[config.mk]
export PLATFORM = sky130hd
export DESIGN_NAME = masked_byte_pattern_scanner_flat
export DESIGN_NICKNAME = d
export VERILOG_FILES = /design/src/design/mbps_pkg.sv /design/src/design/mbps_if.sv /design/src/design/masked_byte_pattern_scanner.sv /design/src/design/mbps_ram.sv /design/src/design/mbps_front.sv /design/src/design/mbps_fifo.sv /design/src/design/mbps_back.sv /design/src/flat_wrapper.sv
export SDC_FILE = /design/constraint.sdc
export NUM_CORES = 2
export LEC_CHECK = 0
export BUFFER_PORTS_ARGS = -buffer_cell sky130_fd_sc_hd__buf_2
export CORE_ASPECT_RATIO = 0.7
export CORE_MARGIN = 5
export CORE_UTILIZATION = 55
export CTS_CLUSTER_DIAMETER = 100
export CTS_CLUSTER_SIZE = 30
export DETAILED_ROUTE_END_ITERATION = 8
export GPL_TIMING_DRIVEN = 0
export PLACE_DENSITY = 0.73
export SLEW_MARGIN = 20
export SYNTH_ARGS = -nofsm -noshare
export SYNTH_HDL_FRONTEND = slang
export SYNTH_HIERARCHICAL = 1
export SYNTH_SLANG_ARGS = --single-unit
[constraint.sdc]
create_clock -name clk -period 20.7 [get_ports clk]
set_clock_uncertainty 0.15 [all_clocks]
set_input_delay 1.035 -clock clk [delete_from_list [all_inputs] [get_ports clk]]
set_output_delay 1.035 -clock clk [all_outputs]
set_load 0.01 [all_outputs]
[src/design/mbps_pkg.sv]
// Shared widths, request codes and queue entry type of the masked byte pattern scanner.
package mbps_pkg;

	localparam int MAX_PATTERN_DEF = 64;
	localparam int CFG_W           = 7;
	localparam int REQ_W           = 2;
	localparam int SLOT_W          = 6;
	localparam int BYTE_W          = 8;
	localparam int ADDR_W          = 32;

	localparam logic [REQ_W-1:0] REQ_WRITE = 2'd0;
	localparam logic [REQ_W-1:0] REQ_START = 2'd1;
	localparam logic [REQ_W-1:0] REQ_DATA  = 2'd2;

	localparam int QUEUE_DEPTH = 2;
	localparam int QPTR_W      = (QUEUE_DEPTH > 1) ? $clog2(QUEUE_DEPTH) : 1;
	localparam int QCNT_W      = $clog2(QUEUE_DEPTH + 1);

	typedef enum logic [1:0] {
		OP_WRITE,
		OP_START,
		OP_DATA
	} mbps_op_t;

	typedef struct packed {
		mbps_op_t            op;
		logic [SLOT_W-1:0]   slot_index;
		logic [BYTE_W-1:0]   pattern_byte;
		logic                care;
		logic [ADDR_W-1:0]   start_address;
		logic [BYTE_W-1:0]   data_byte;
		logic                last;
	} mbps_entry_t;

endpackage

[src/design/mbps_if.sv]
// Channel interfaces of the masked byte pattern scanner: request, result and configuration.
interface mbps_req_if import mbps_pkg::*;
();
	logic               valid;
	logic               ready;
	logic [REQ_W-1:0]   req_type;
	logic [SLOT_W-1:0]  slot_index;
	logic [BYTE_W-1:0]  pattern_byte;
	logic               care;
	logic [ADDR_W-1:0]  start_address;
	logic [BYTE_W-1:0]  data_byte;
	logic               last;

	modport source(output valid, req_type, slot_index, pattern_byte, care, start_address,
		data_byte, last, input ready);
	modport sink(input valid, req_type, slot_index, pattern_byte, care, start_address,
		data_byte, last, output ready);
endinterface

interface mbps_res_if import mbps_pkg::*;
();
	logic               valid;
	logic               ready;
	logic               found;
	logic [ADDR_W-1:0]  match_address;

	modport source(output valid, found, match_address, input ready);
	modport sink(input valid, found, match_address, output ready);
endinterface

interface mbps_cfg_if import mbps_pkg::*;
();
	logic               valid;
	logic               ready;
	logic [CFG_W-1:0]   pattern_length;

	modport source(output valid, pattern_length, input ready);
	modport sink(input valid, pattern_length, output ready);
endinterface

[src/design/masked_byte_pattern_scanner.sv]
// Top level of the masked byte pattern scanner.
// The scanner finds the first place in a streamed byte range where a pattern with
// wildcard positions occurs. Write items load one pattern byte and its care bit into a
// slot, a start item gives the address of the first byte and arms the scan, and data
// items then stream the range one byte per item, with last set on the final byte. The
// block returns one result item per scan: found with the address of the first matched
// byte, or not found with address zero when the last byte completes no match. Data items
// outside a scan and items with an unknown request code are taken and produce nothing.
// Throughput is one item per clock while results are taken and no pattern copy runs: the
// front end accepts into a two-entry queue and the scan engine executes one item per cycle,
// comparing the whole window against the pattern in parallel. A result is registered: a
// data item passes through the queue and then the result register before its result is
// offered. The engine holds while that result is not taken, and the queue keeps accepting
// until it fills. A write of pattern_length makes the engine copy the pattern from its RAM
// into the aligned compare register, one slot per cycle; items queue up but are not
// executed during that copy. No clearing pass follows reset. The configuration port
// is always ready.
module masked_byte_pattern_scanner import mbps_pkg::*; #(
	parameter int MAX_PATTERN = MAX_PATTERN_DEF
) (
	input  logic        clk,
	input  logic        arst_n,
	mbps_req_if.sink    req,
	mbps_res_if.source  res,
	mbps_cfg_if.sink    cfg
);

	logic         push;
	logic         full;
	logic         pop;
	logic         head_valid;
	mbps_entry_t  push_entry;
	mbps_entry_t  head;

	// The front end decodes request codes and fills the queue.
	mbps_front u_front (
		.req        (req),
		.full       (full),
		.push       (push),
		.push_entry (push_entry)
	);

	// The queue lets the front end keep taking items while the engine waits on the result side.
	mbps_fifo u_fifo (
		.clk        (clk),
		.arst_n     (arst_n),
		.push       (push),
		.push_entry (push_entry),
		.full       (full),
		.pop        (pop),
		.head_valid (head_valid),
		.head       (head)
	);

	// The engine owns the pattern, the byte window, the scan state and the result register.
	mbps_back #(
		.MAX_PATTERN (MAX_PATTERN)
	) u_back (
		.clk        (clk),
		.arst_n     (arst_n),
		.head_valid (head_valid),
		.head       (head),
		.pop        (pop),
		.cfg        (cfg),
		.res        (res)
	);

endmodule

[src/design/mbps_ram.sv]
// Generic single-write, single-read RAM with registered read data.
module mbps_ram #(
	parameter int WIDTH = 8,
	parameter int DEPTH = 64
) (
	input  logic                                   clk,
	input  logic                                   we,
	input  logic [((DEPTH > 1) ? $clog2(DEPTH) : 1)-1:0] waddr,
	input  logic [WIDTH-1:0]                       wdata,
	input  logic                                   re,
	input  logic [((DEPTH > 1) ? $clog2(DEPTH) : 1)-1:0] raddr,
	output logic [WIDTH-1:0]                       rdata
);

	logic [WIDTH-1:0] mem_q [DEPTH];

	always_ff @(posedge clk) begin
		if (we) begin
			mem_q[waddr] <= wdata;
		end
		if (re) begin
			rdata <= mem_q[raddr];
		end
	end

endmodule

[src/design/mbps_front.sv]
// Front end: accepts request items, classifies them and pushes known ones into the queue.
module mbps_front import mbps_pkg::*; (
	mbps_req_if.sink      req,
	input  logic          full,
	output logic          push,
	output mbps_entry_t   push_entry
);

	logic known;

	assign req.ready = !full;

	always_comb begin
		push_entry.slot_index    = req.slot_index;
		push_entry.pattern_byte  = req.pattern_byte;
		push_entry.care          = req.care;
		push_entry.start_address = req.start_address;
		push_entry.data_byte     = req.data_byte;
		push_entry.last          = req.last;
		known                    = 1'b1;
		unique case (req.req_type)
			REQ_WRITE: push_entry.op = OP_WRITE;
			REQ_START: push_entry.op = OP_START;
			REQ_DATA:  push_entry.op = OP_DATA;
			default: begin
				// Unknown request codes are taken and dropped here.
				push_entry.op = OP_DATA;
				known         = 1'b0;
			end
		endcase
	end

	assign push = req.valid && req.ready && known;

endmodule

[src/design/mbps_fifo.sv]
// Short queue between the front end and the scan engine.
module mbps_fifo import mbps_pkg::*; (
	input  logic          clk,
	input  logic          arst_n,
	input  logic          push,
	input  mbps_entry_t   push_entry,
	output logic          full,
	input  logic          pop,
	output logic          head_valid,
	output mbps_entry_t   head
);

	mbps_entry_t         mem_q [QUEUE_DEPTH];
	logic [QPTR_W-1:0]   wr_ptr_q;
	logic [QPTR_W-1:0]   rd_ptr_q;
	logic [QCNT_W-1:0]   count_q;

	assign full       = (count_q == QCNT_W'(QUEUE_DEPTH));
	assign head_valid = (count_q != '0);
	assign head       = mem_q[rd_ptr_q];

	always_ff @(posedge clk) begin
		if (push) begin
			mem_q[wr_ptr_q] <= push_entry;
		end
	end

	always_ff @(posedge clk or negedge arst_n) begin
		if (!arst_n) begin
			wr_ptr_q <= '0;
			rd_ptr_q <= '0;
			count_q  <= '0;
		end else begin
			if (push) begin
				wr_ptr_q <= (wr_ptr_q == QPTR_W'(QUEUE_DEPTH - 1)) ? '0 : wr_ptr_q + QPTR_W'(1);
			end
			if (pop) begin
				rd_ptr_q <= (rd_ptr_q == QPTR_W'(QUEUE_DEPTH - 1)) ? '0 : rd_ptr_q + QPTR_W'(1);
			end
			if (push && !pop) begin
				count_q <= count_q + QCNT_W'(1);
			end else if (pop && !push) begin
				count_q <= count_q - QCNT_W'(1);
			end
		end
	end

endmodule

[src/design/mbps_back.sv]
// Scan engine: pattern store, aligned compare register, byte window and result register.
module mbps_back import mbps_pkg::*; #(
	parameter int MAX_PATTERN = MAX_PATTERN_DEF
) (
	input  logic          clk,
	input  logic          arst_n,
	input  logic          head_valid,
	input  mbps_entry_t   head,
	output logic          pop,
	mbps_cfg_if.sink      cfg,
	mbps_res_if.source    res
);

	localparam int LW = $clog2(MAX_PATTERN + 1);
	localparam int AW = (MAX_PATTERN > 1) ? $clog2(MAX_PATTERN) : 1;
	localparam int EW = (LW > CFG_W) ? LW : CFG_W;
	localparam int CW = (LW > SLOT_W) ? LW : SLOT_W;
	localparam int PW = BYTE_W + 1;

	logic [LW-1:0]      len_q;
	logic [LW-1:0]      len_new;
	logic [EW-1:0]      raw_len;
	logic               cfg_we;

	logic               sweep_busy_q;
	logic [LW-1:0]      sweep_w_q;
	logic               issue;
	logic [LW-1:0]      sweep_diff;
	logic               rd_valid_s1;
	logic [AW-1:0]      rd_pos_s1;
	logic [PW-1:0]      ram_rdata;

	logic [PW-1:0]      pat_al_q [MAX_PATTERN];
	logic [BYTE_W-1:0]  win_q [MAX_PATTERN];
	logic [BYTE_W-1:0]  win_new [MAX_PATTERN];
	logic [MAX_PATTERN-1:0] pos_ok;

	logic               scanning_q;
	logic [LW-1:0]      seen_q;
	logic [LW-1:0]      seen_new;
	logic [ADDR_W-1:0]  cur_addr_q;
	logic [ADDR_W-1:0]  match_addr;

	logic               go;
	logic               is_data;
	logic               hit;
	logic               produce;
	logic               ram_we;
	logic               al_we;
	logic [CW-1:0]      al_diff;

	logic               out_valid_q;
	logic               found_q;
	logic [ADDR_W-1:0]  addr_q;

	// Configuration
	assign cfg.ready = 1'b1;
	assign cfg_we    = cfg.valid && cfg.ready;
	assign raw_len   = EW'(cfg.pattern_length);

	always_comb begin
		priority if (raw_len == '0) begin
			len_new = LW'(1);
		end else if (raw_len > EW'(MAX_PATTERN)) begin
			len_new = LW'(MAX_PATTERN);
		end else begin
			len_new = raw_len[LW-1:0];
		end
	end

	// Item execution
	assign go      = head_valid && !sweep_busy_q && (!out_valid_q || res.ready);
	assign pop     = go;
	assign is_data = go && (head.op == OP_DATA) && scanning_q;

	assign seen_new = (seen_q == LW'(MAX_PATTERN)) ? seen_q : seen_q + LW'(1);

	always_comb begin
		win_new[0] = head.data_byte;
		for (int w = 1; w < MAX_PATTERN; w++) begin
			win_new[w] = win_q[w-1];
		end
		for (int w = 0; w < MAX_PATTERN; w++) begin
			pos_ok[w] = (LW'(w) >= len_q) || !pat_al_q[w][BYTE_W]
				|| (win_new[w] == pat_al_q[w][BYTE_W-1:0]);
		end
	end

	assign hit        = (seen_new >= len_q) && (&pos_ok);
	assign produce    = is_data && (hit || head.last);
	assign match_addr = cur_addr_q - ADDR_W'(len_q) + ADDR_W'(1);

	// Pattern writes go to the raw store and, when inside the length, to the aligned copy.
	assign ram_we  = go && (head.op == OP_WRITE) && (CW'(head.slot_index) < CW'(MAX_PATTERN));
	assign al_we   = go && (head.op == OP_WRITE) && (CW'(head.slot_index) < CW'(len_q));
	assign al_diff = CW'(len_q) - CW'(1) - CW'(head.slot_index);

	// Realignment sweep after a length change.
	assign issue      = sweep_busy_q && (sweep_w_q < len_q);
	assign sweep_diff = len_q - LW'(1) - sweep_w_q;

	mbps_ram #(
		.WIDTH (PW),
		.DEPTH (MAX_PATTERN)
	) u_pattern_ram (
		.clk   (clk),
		.we    (ram_we),
		.waddr (AW'(head.slot_index)),
		.wdata ({head.care, head.pattern_byte}),
		.re    (issue),
		.raddr (sweep_diff[AW-1:0]),
		.rdata (ram_rdata)
	);

	always_ff @(posedge clk) begin
		if (rd_valid_s1) begin
			pat_al_q[rd_pos_s1] <= ram_rdata;
		end else if (al_we) begin
			pat_al_q[al_diff[AW-1:0]] <= {head.care, head.pattern_byte};
		end
	end

	always_ff @(posedge clk) begin
		if (is_data) begin
			win_q <= win_new;
		end
		if (issue) begin
			rd_pos_s1 <= sweep_w_q[AW-1:0];
		end
		if (produce) begin
			found_q <= hit;
			addr_q  <= hit ? match_addr : '0;
		end
		if (go && (head.op == OP_START)) begin
			cur_addr_q <= head.start_address;
		end else if (is_data) begin
			cur_addr_q <= cur_addr_q + ADDR_W'(1);
		end
	end

	always_ff @(posedge clk or negedge arst_n) begin
		if (!arst_n) begin
			len_q        <= LW'(1);
			sweep_busy_q <= 1'b0;
			sweep_w_q    <= '0;
			rd_valid_s1  <= 1'b0;
			scanning_q   <= 1'b0;
			seen_q       <= '0;
			out_valid_q  <= 1'b0;
		end else begin
			rd_valid_s1 <= issue;
			if (cfg_we) begin
				len_q        <= len_new;
				sweep_busy_q <= 1'b1;
				sweep_w_q    <= '0;
			end else if (sweep_busy_q) begin
				if (issue) begin
					sweep_w_q <= sweep_w_q + LW'(1);
				end else if (!rd_valid_s1) begin
					sweep_busy_q <= 1'b0;
				end
			end

			if (go) begin
				unique case (head.op)
					OP_START: begin
						scanning_q <= 1'b1;
						seen_q     <= '0;
					end
					OP_DATA: begin
						if (scanning_q) begin
							seen_q <= seen_new;
							if (hit || head.last) begin
								scanning_q <= 1'b0;
							end
						end
					end
					OP_WRITE: begin
					end
					default: begin
					end
				endcase
			end

			if (produce) begin
				out_valid_q <= 1'b1;
			end else if (res.ready) begin
				out_valid_q <= 1'b0;
			end
		end
	end

	assign res.valid         = out_valid_q;
	assign res.found         = found_q;
	assign res.match_address = addr_q;

endmodule

[src/flat_wrapper.sv]
// flat-port wrapper written by rule: the top's interface ports become plain ports
module masked_byte_pattern_scanner_flat import mbps_pkg::*;
#(
	parameter int MAX_PATTERN = MAX_PATTERN_DEF
)
  (clk, arst_n, req_valid, req_req_type, req_slot_index, req_pattern_byte, req_care, req_start_address, req_data_byte, req_last, req_ready, res_valid, res_found, res_match_address, res_ready, cfg_valid, cfg_pattern_length, cfg_ready);
  mbps_req_if req_i ();
  mbps_res_if res_i ();
  mbps_cfg_if cfg_i ();
  input  logic clk;
  input  logic arst_n;
  input wire logic [$bits(req_i.valid)-1:0] req_valid;
  input wire logic [$bits(req_i.req_type)-1:0] req_req_type;
  input wire logic [$bits(req_i.slot_index)-1:0] req_slot_index;
  input wire logic [$bits(req_i.pattern_byte)-1:0] req_pattern_byte;
  input wire logic [$bits(req_i.care)-1:0] req_care;
  input wire logic [$bits(req_i.start_address)-1:0] req_start_address;
  input wire logic [$bits(req_i.data_byte)-1:0] req_data_byte;
  input wire logic [$bits(req_i.last)-1:0] req_last;
  output wire logic [$bits(req_i.ready)-1:0] req_ready;
  output wire logic [$bits(res_i.valid)-1:0] res_valid;
  output wire logic [$bits(res_i.found)-1:0] res_found;
  output wire logic [$bits(res_i.match_address)-1:0] res_match_address;
  input wire logic [$bits(res_i.ready)-1:0] res_ready;
  input wire logic [$bits(cfg_i.valid)-1:0] cfg_valid;
  input wire logic [$bits(cfg_i.pattern_length)-1:0] cfg_pattern_length;
  output wire logic [$bits(cfg_i.ready)-1:0] cfg_ready;
  assign req_i.valid = req_valid;
  assign req_i.req_type = req_req_type;
  assign req_i.slot_index = req_slot_index;
  assign req_i.pattern_byte = req_pattern_byte;
  assign req_i.care = req_care;
  assign req_i.start_address = req_start_address;
  assign req_i.data_byte = req_data_byte;
  assign req_i.last = req_last;
  assign req_ready = req_i.ready;
  assign res_valid = res_i.valid;
  assign res_found = res_i.found;
  assign res_match_address = res_i.match_address;
  assign res_i.ready = res_ready;
  assign cfg_i.valid = cfg_valid;
  assign cfg_i.pattern_length = cfg_pattern_length;
  assign cfg_ready = cfg_i.ready;
  masked_byte_pattern_scanner #(.MAX_PATTERN(MAX_PATTERN)) u_core (.clk(clk), .arst_n(arst_n), .req(req_i), .res(res_i), .cfg(cfg_i));
endmodule
==> results.sh <==
export IMPL_grt_pass1_wl_mm=243.9
export IMPL_cts_setup_buffers=0
export IMPL_htree_num_levels=3
export IMPL_max_cap_viol_count=0
export IMPL_synth_top_area_frac=0.7460
export IMPL_vias=37420
export IMPL_placementRows=113
export IMPL_core_area_um2=135200
export IMPL_die_w_um=450.0
export IMPL_hold_path_class="in -> async"
export IMPL_pin_count=106
export IMPL_powerDensity_nw_per_um2=105.5
export IMPL_gr_total_overflow=0
export IMPL_vias_per_cell=6.149
export IMPL_cellLeakagePower_nw=24.74
export IMPL_ys_ff_latch=1881
export IMPL_end_kind="register"
export IMPL_yosysTopAreaCell="edfxtp_1"
export IMPL_drtIter0Drc=5001
export IMPL_relSlewSlack=0.2045
export IMPL_finalPower_w=0.008470
export IMPL_finalInstanceArea_um2=80270
export IMPL_ys_flop_type="edfxtp_1"
export IMPL_hold_buffers=0
export IMPL_period_share=0.3042
export IMPL_cts_tree="built"
export IMPL_cp_start_kind="register"
export IMPL_drtAntennaViolNets=0
export IMPL_syn_avg_cell_area_um2=18.22
export IMPL_fillers=9693
export IMPL_hpwl_mm=112.3
export IMPL_antenna_found_initial=6
export IMPL_fmaxAchievable_mhz=158.8
export IMPL_cp_required_ns=21.00
export IMPL_final_core_util=0.5938
export IMPL_syn_to_final_growth_pct=7.665
export IMPL_rsz0062_at_grt="false"
export IMPL_cts_resized=0
export IMPL_clkLatencyLatePin_ns=0.75
export IMPL_portBuffers=48
export IMPL_placed_area_um2=78040
export IMPL_grt_use_total=0.2297
export IMPL_grt_pass1_vias=36670
export IMPL_first_pass_iters=7
export IMPL_wl_per_cell_um=27.34
export IMPL_hold_viol_final=0
export IMPL_worst_path_max_fanout=22
export IMPL_dieArea_um2=143100
export IMPL_final_common_cell="edfxtp_1"
export IMPL_rrSetupSlack_ns=14.40
export IMPL_wl_mm=166.3
export IMPL_maxSlewViolCount=0
export IMPL_cts_root_buf="clkbuf_16"
export IMPL_die_h_um=318.0
export IMPL_clockBufferDepth=3
export IMPL_synth_edff_count=1852
export IMPL_fin_crit_ns=6.298
export IMPL_crit_type="reg -> reg"
export IMPL_drive_gt1_frac=0.1368
export IMPL_finalSetupViolations=0
export IMPL_clock_sinks=1881
export IMPL_fin_nets=4431
export IMPL_syn_num_nets=4266
export IMPL_synth_seq_area_share=0.7557
export IMPL_worst_pin_slew_ns=1.189
export IMPL_setup_tns_ns=0
export IMPL_outcome="completed"
export IMPL_ys_top_cells_by_area="edfxtp_1 75%, xnor2_1 6.0%, mux4_2 4.3%, ha_1 1.7%, nand4_1 1.1%"
export IMPL_clk_pin_slew_ns=0.11
export IMPL_cts_buffers_inserted=73
export IMPL_synthCells=4092
export IMPL_yosys_warnings=6
export IMPL_initial_utilization=0.5516
export IMPL_ys_types=86
export IMPL_gp_congestion=0.9307
export IMPL_drc=0
export IMPL_async_reset_ff_frac=0.01542
export IMPL_grt_max_degree=66
export IMPL_final_cell_mix="1,852 x edfxtp_1, 513 x xnor2_1, 154 x nor2_1, 143 x mux4_2, 132 x nand4_1"
export IMPL_syn_area_um2=74550
export IMPL_cp_arrival_ns=6.60
export IMPL_ir_worst_vdd_v=0.0001490
power breakdown:
group          leakage, nW  total [W]  internal [W]  switching [W]
clock network         1.01    0.00179      0.000686        0.00110
registers             16.8    0.00466       0.00461      0.0000504
logic                 6.95    0.00202      0.000671        0.00135
through the flow:
stage	setup WS, ns	hold WS [ns]	std cells
finish	14.40	0.2043	6085
detailed placement	14.48	0.3062	5964
CTS	14.51	0.1890	6081
global route	14.37	0.2252	6081
global placement	-4.419	0.3029	5922
floorplan	2.798	0.2973	4092
final timing paths:
path / from / end / cells past startpoint
max reg2reg: u_core/u_back/len_q[1]$_DFFE_PN0P_ / u_core/u_back/res.match_address[2]$_SDFFCE_PN0P_ / 13
min in group clk: u_core/u_back/win_new[272]$_DFFE_PP_ / u_core/u_back/win_new[264]$_DFFE_PP_ / 0
max: u_core/u_back/len_q[1]$_DFFE_PN0P_ / u_core/u_back/res.match_address[2]$_SDFFCE_PN0P_ / 13
min reg2reg: u_core/u_back/win_new[272]$_DFFE_PP_ / u_core/u_back/win_new[264]$_DFFE_PP_ / 0
max in group asynchronous: arst_n / u_core/u_back/len_q[5]$_DFFE_PN0P_ / 1
min: arst_n / u_core/u_back/res.valid$_DFFE_PN0P_ / 1
cell families after synthesis:
logic type                 Yosys count  share of synthesized area
AOI/OAI and AO/OA                  345                    0.03091
xor gates and xnor gates           594                    0.06978
adders and majority gates          104                    0.01776
buffers and inverters              243                    0.01745
DFF                               1881                     0.7557
muxes                              259                    0.06237
other                                1                 0.00005030
and+or+nand+nor                    665                    0.04595
state kept, by name (all words and copies together), names as in the netlist, 2 cells and up:
name                               flops
u_core/u_back/u_pattern_ram/rdata      9
u_core/u_back/cur_addr_q              32
u_core/u_back/res.match_address       32
u_core/u_back/win_new                504
u_core/u_back/rd_pos_s1                6
u_core/u_back/u_pattern_ram/mem_q    576
u_core/u_back/len_q                    7
u_core/u_fifo/mem_q                  116
u_core/u_fifo/count_q                  2
u_core/u_back/seen_q                   7
u_core/u_back/sweep_w_q                7
u_core/u_back/pat_al_q               576
cell type report:
class / count / area, um^2 / area share
sequential: 1881 / 56340 / 0.7019
timing repair buffer: 90 / 953.4 / 0.01188
multi-input combinational: 1968 / 17330 / 0.2159
clock buffer: 109 / 1983 / 0.02471
antenna: 4 / 10.01 / 0.0001247
buffer: 168 / 1025 / 0.01277
tap: 1782 / 2230 / 0.02778
clock inverter: 8 / 117.6 / 0.001465
inverter: 75 / 281.5 / 0.003507
cells in the mapped netlist, types with 5 or more instances:
| cell | n |
|---|---|
| xor2_1 | 81 |
| a2111oi_0 | 8 |
| o21a_1 | 12 |
| o21ai_0 | 61 |
| and4_1 | 5 |
| mux2_4 | 10 |
| and2_1 | 16 |
| mux2i_1 | 28 |
| o221ai_1 | 31 |
| nor3b_1 | 6 |
| o21bai_1 | 7 |
| mux4_1 | 8 |
| nand2_1 | 99 |
| mux2_1 | 9 |
| a31oi_1 | 7 |
| o21ai_1 | 10 |
| o211ai_1 | 23 |
| dfrtp_1 | 28 |
| a211oi_1 | 10 |
| mux4_2 | 143 |
| a22oi_1 | 18 |
| nor3_1 | 101 |
| buf_4 | 68 |
| o31ai_1 | 7 |
| nor2b_1 | 27 |
| inv_1 | 70 |
| nor2_1 | 155 |
| buf_6 | 8 |
| o22ai_1 | 13 |
| mux2_2 | 61 |
| buf_2 | 24 |
| nand3_1 | 39 |
| a22o_1 | 8 |
| nand3b_1 | 8 |
| buf_1 | 7 |
| xnor2_1 | 513 |
| a21o_1 | 19 |
| nor4_1 | 21 |
| clkbuf_1 | 58 |
| nand4_1 | 132 |
| a21oi_1 | 78 |
| nand2b_1 | 16 |
| ha_1 | 101 |
| edfxtp_1 | 1852 |
| and3_1 | 16 |
worst max-delay path: stages, from the launching register on:
cell and delay (ns):
dfrtp_1 0.58, inv_1 0.61, ha_1 0.32, o21bai_1 0.30, nand2_1 0.66, o221ai_1 0.38
nand4_1 0.22, o31ai_1 0.66, nand4_1 0.16, or4_1 0.75, buf_2 0.28, o21ai_1 0.22
and2_2 0.48, buf_16 0.23
per-layer routing:
layer	track usage	up-vias	routed length, um	share of wire
met5	0	-	48	0.00029
met4	0.05746	8	4219	0.025
met3	0.06559	253	19290	0.12
met2	0.3274	1910	71710	0.43
met1	0.3527	19160	71080	0.43
li1	-	16090	-	-
No activity file was read; power rests on OpenSTA's default activity.
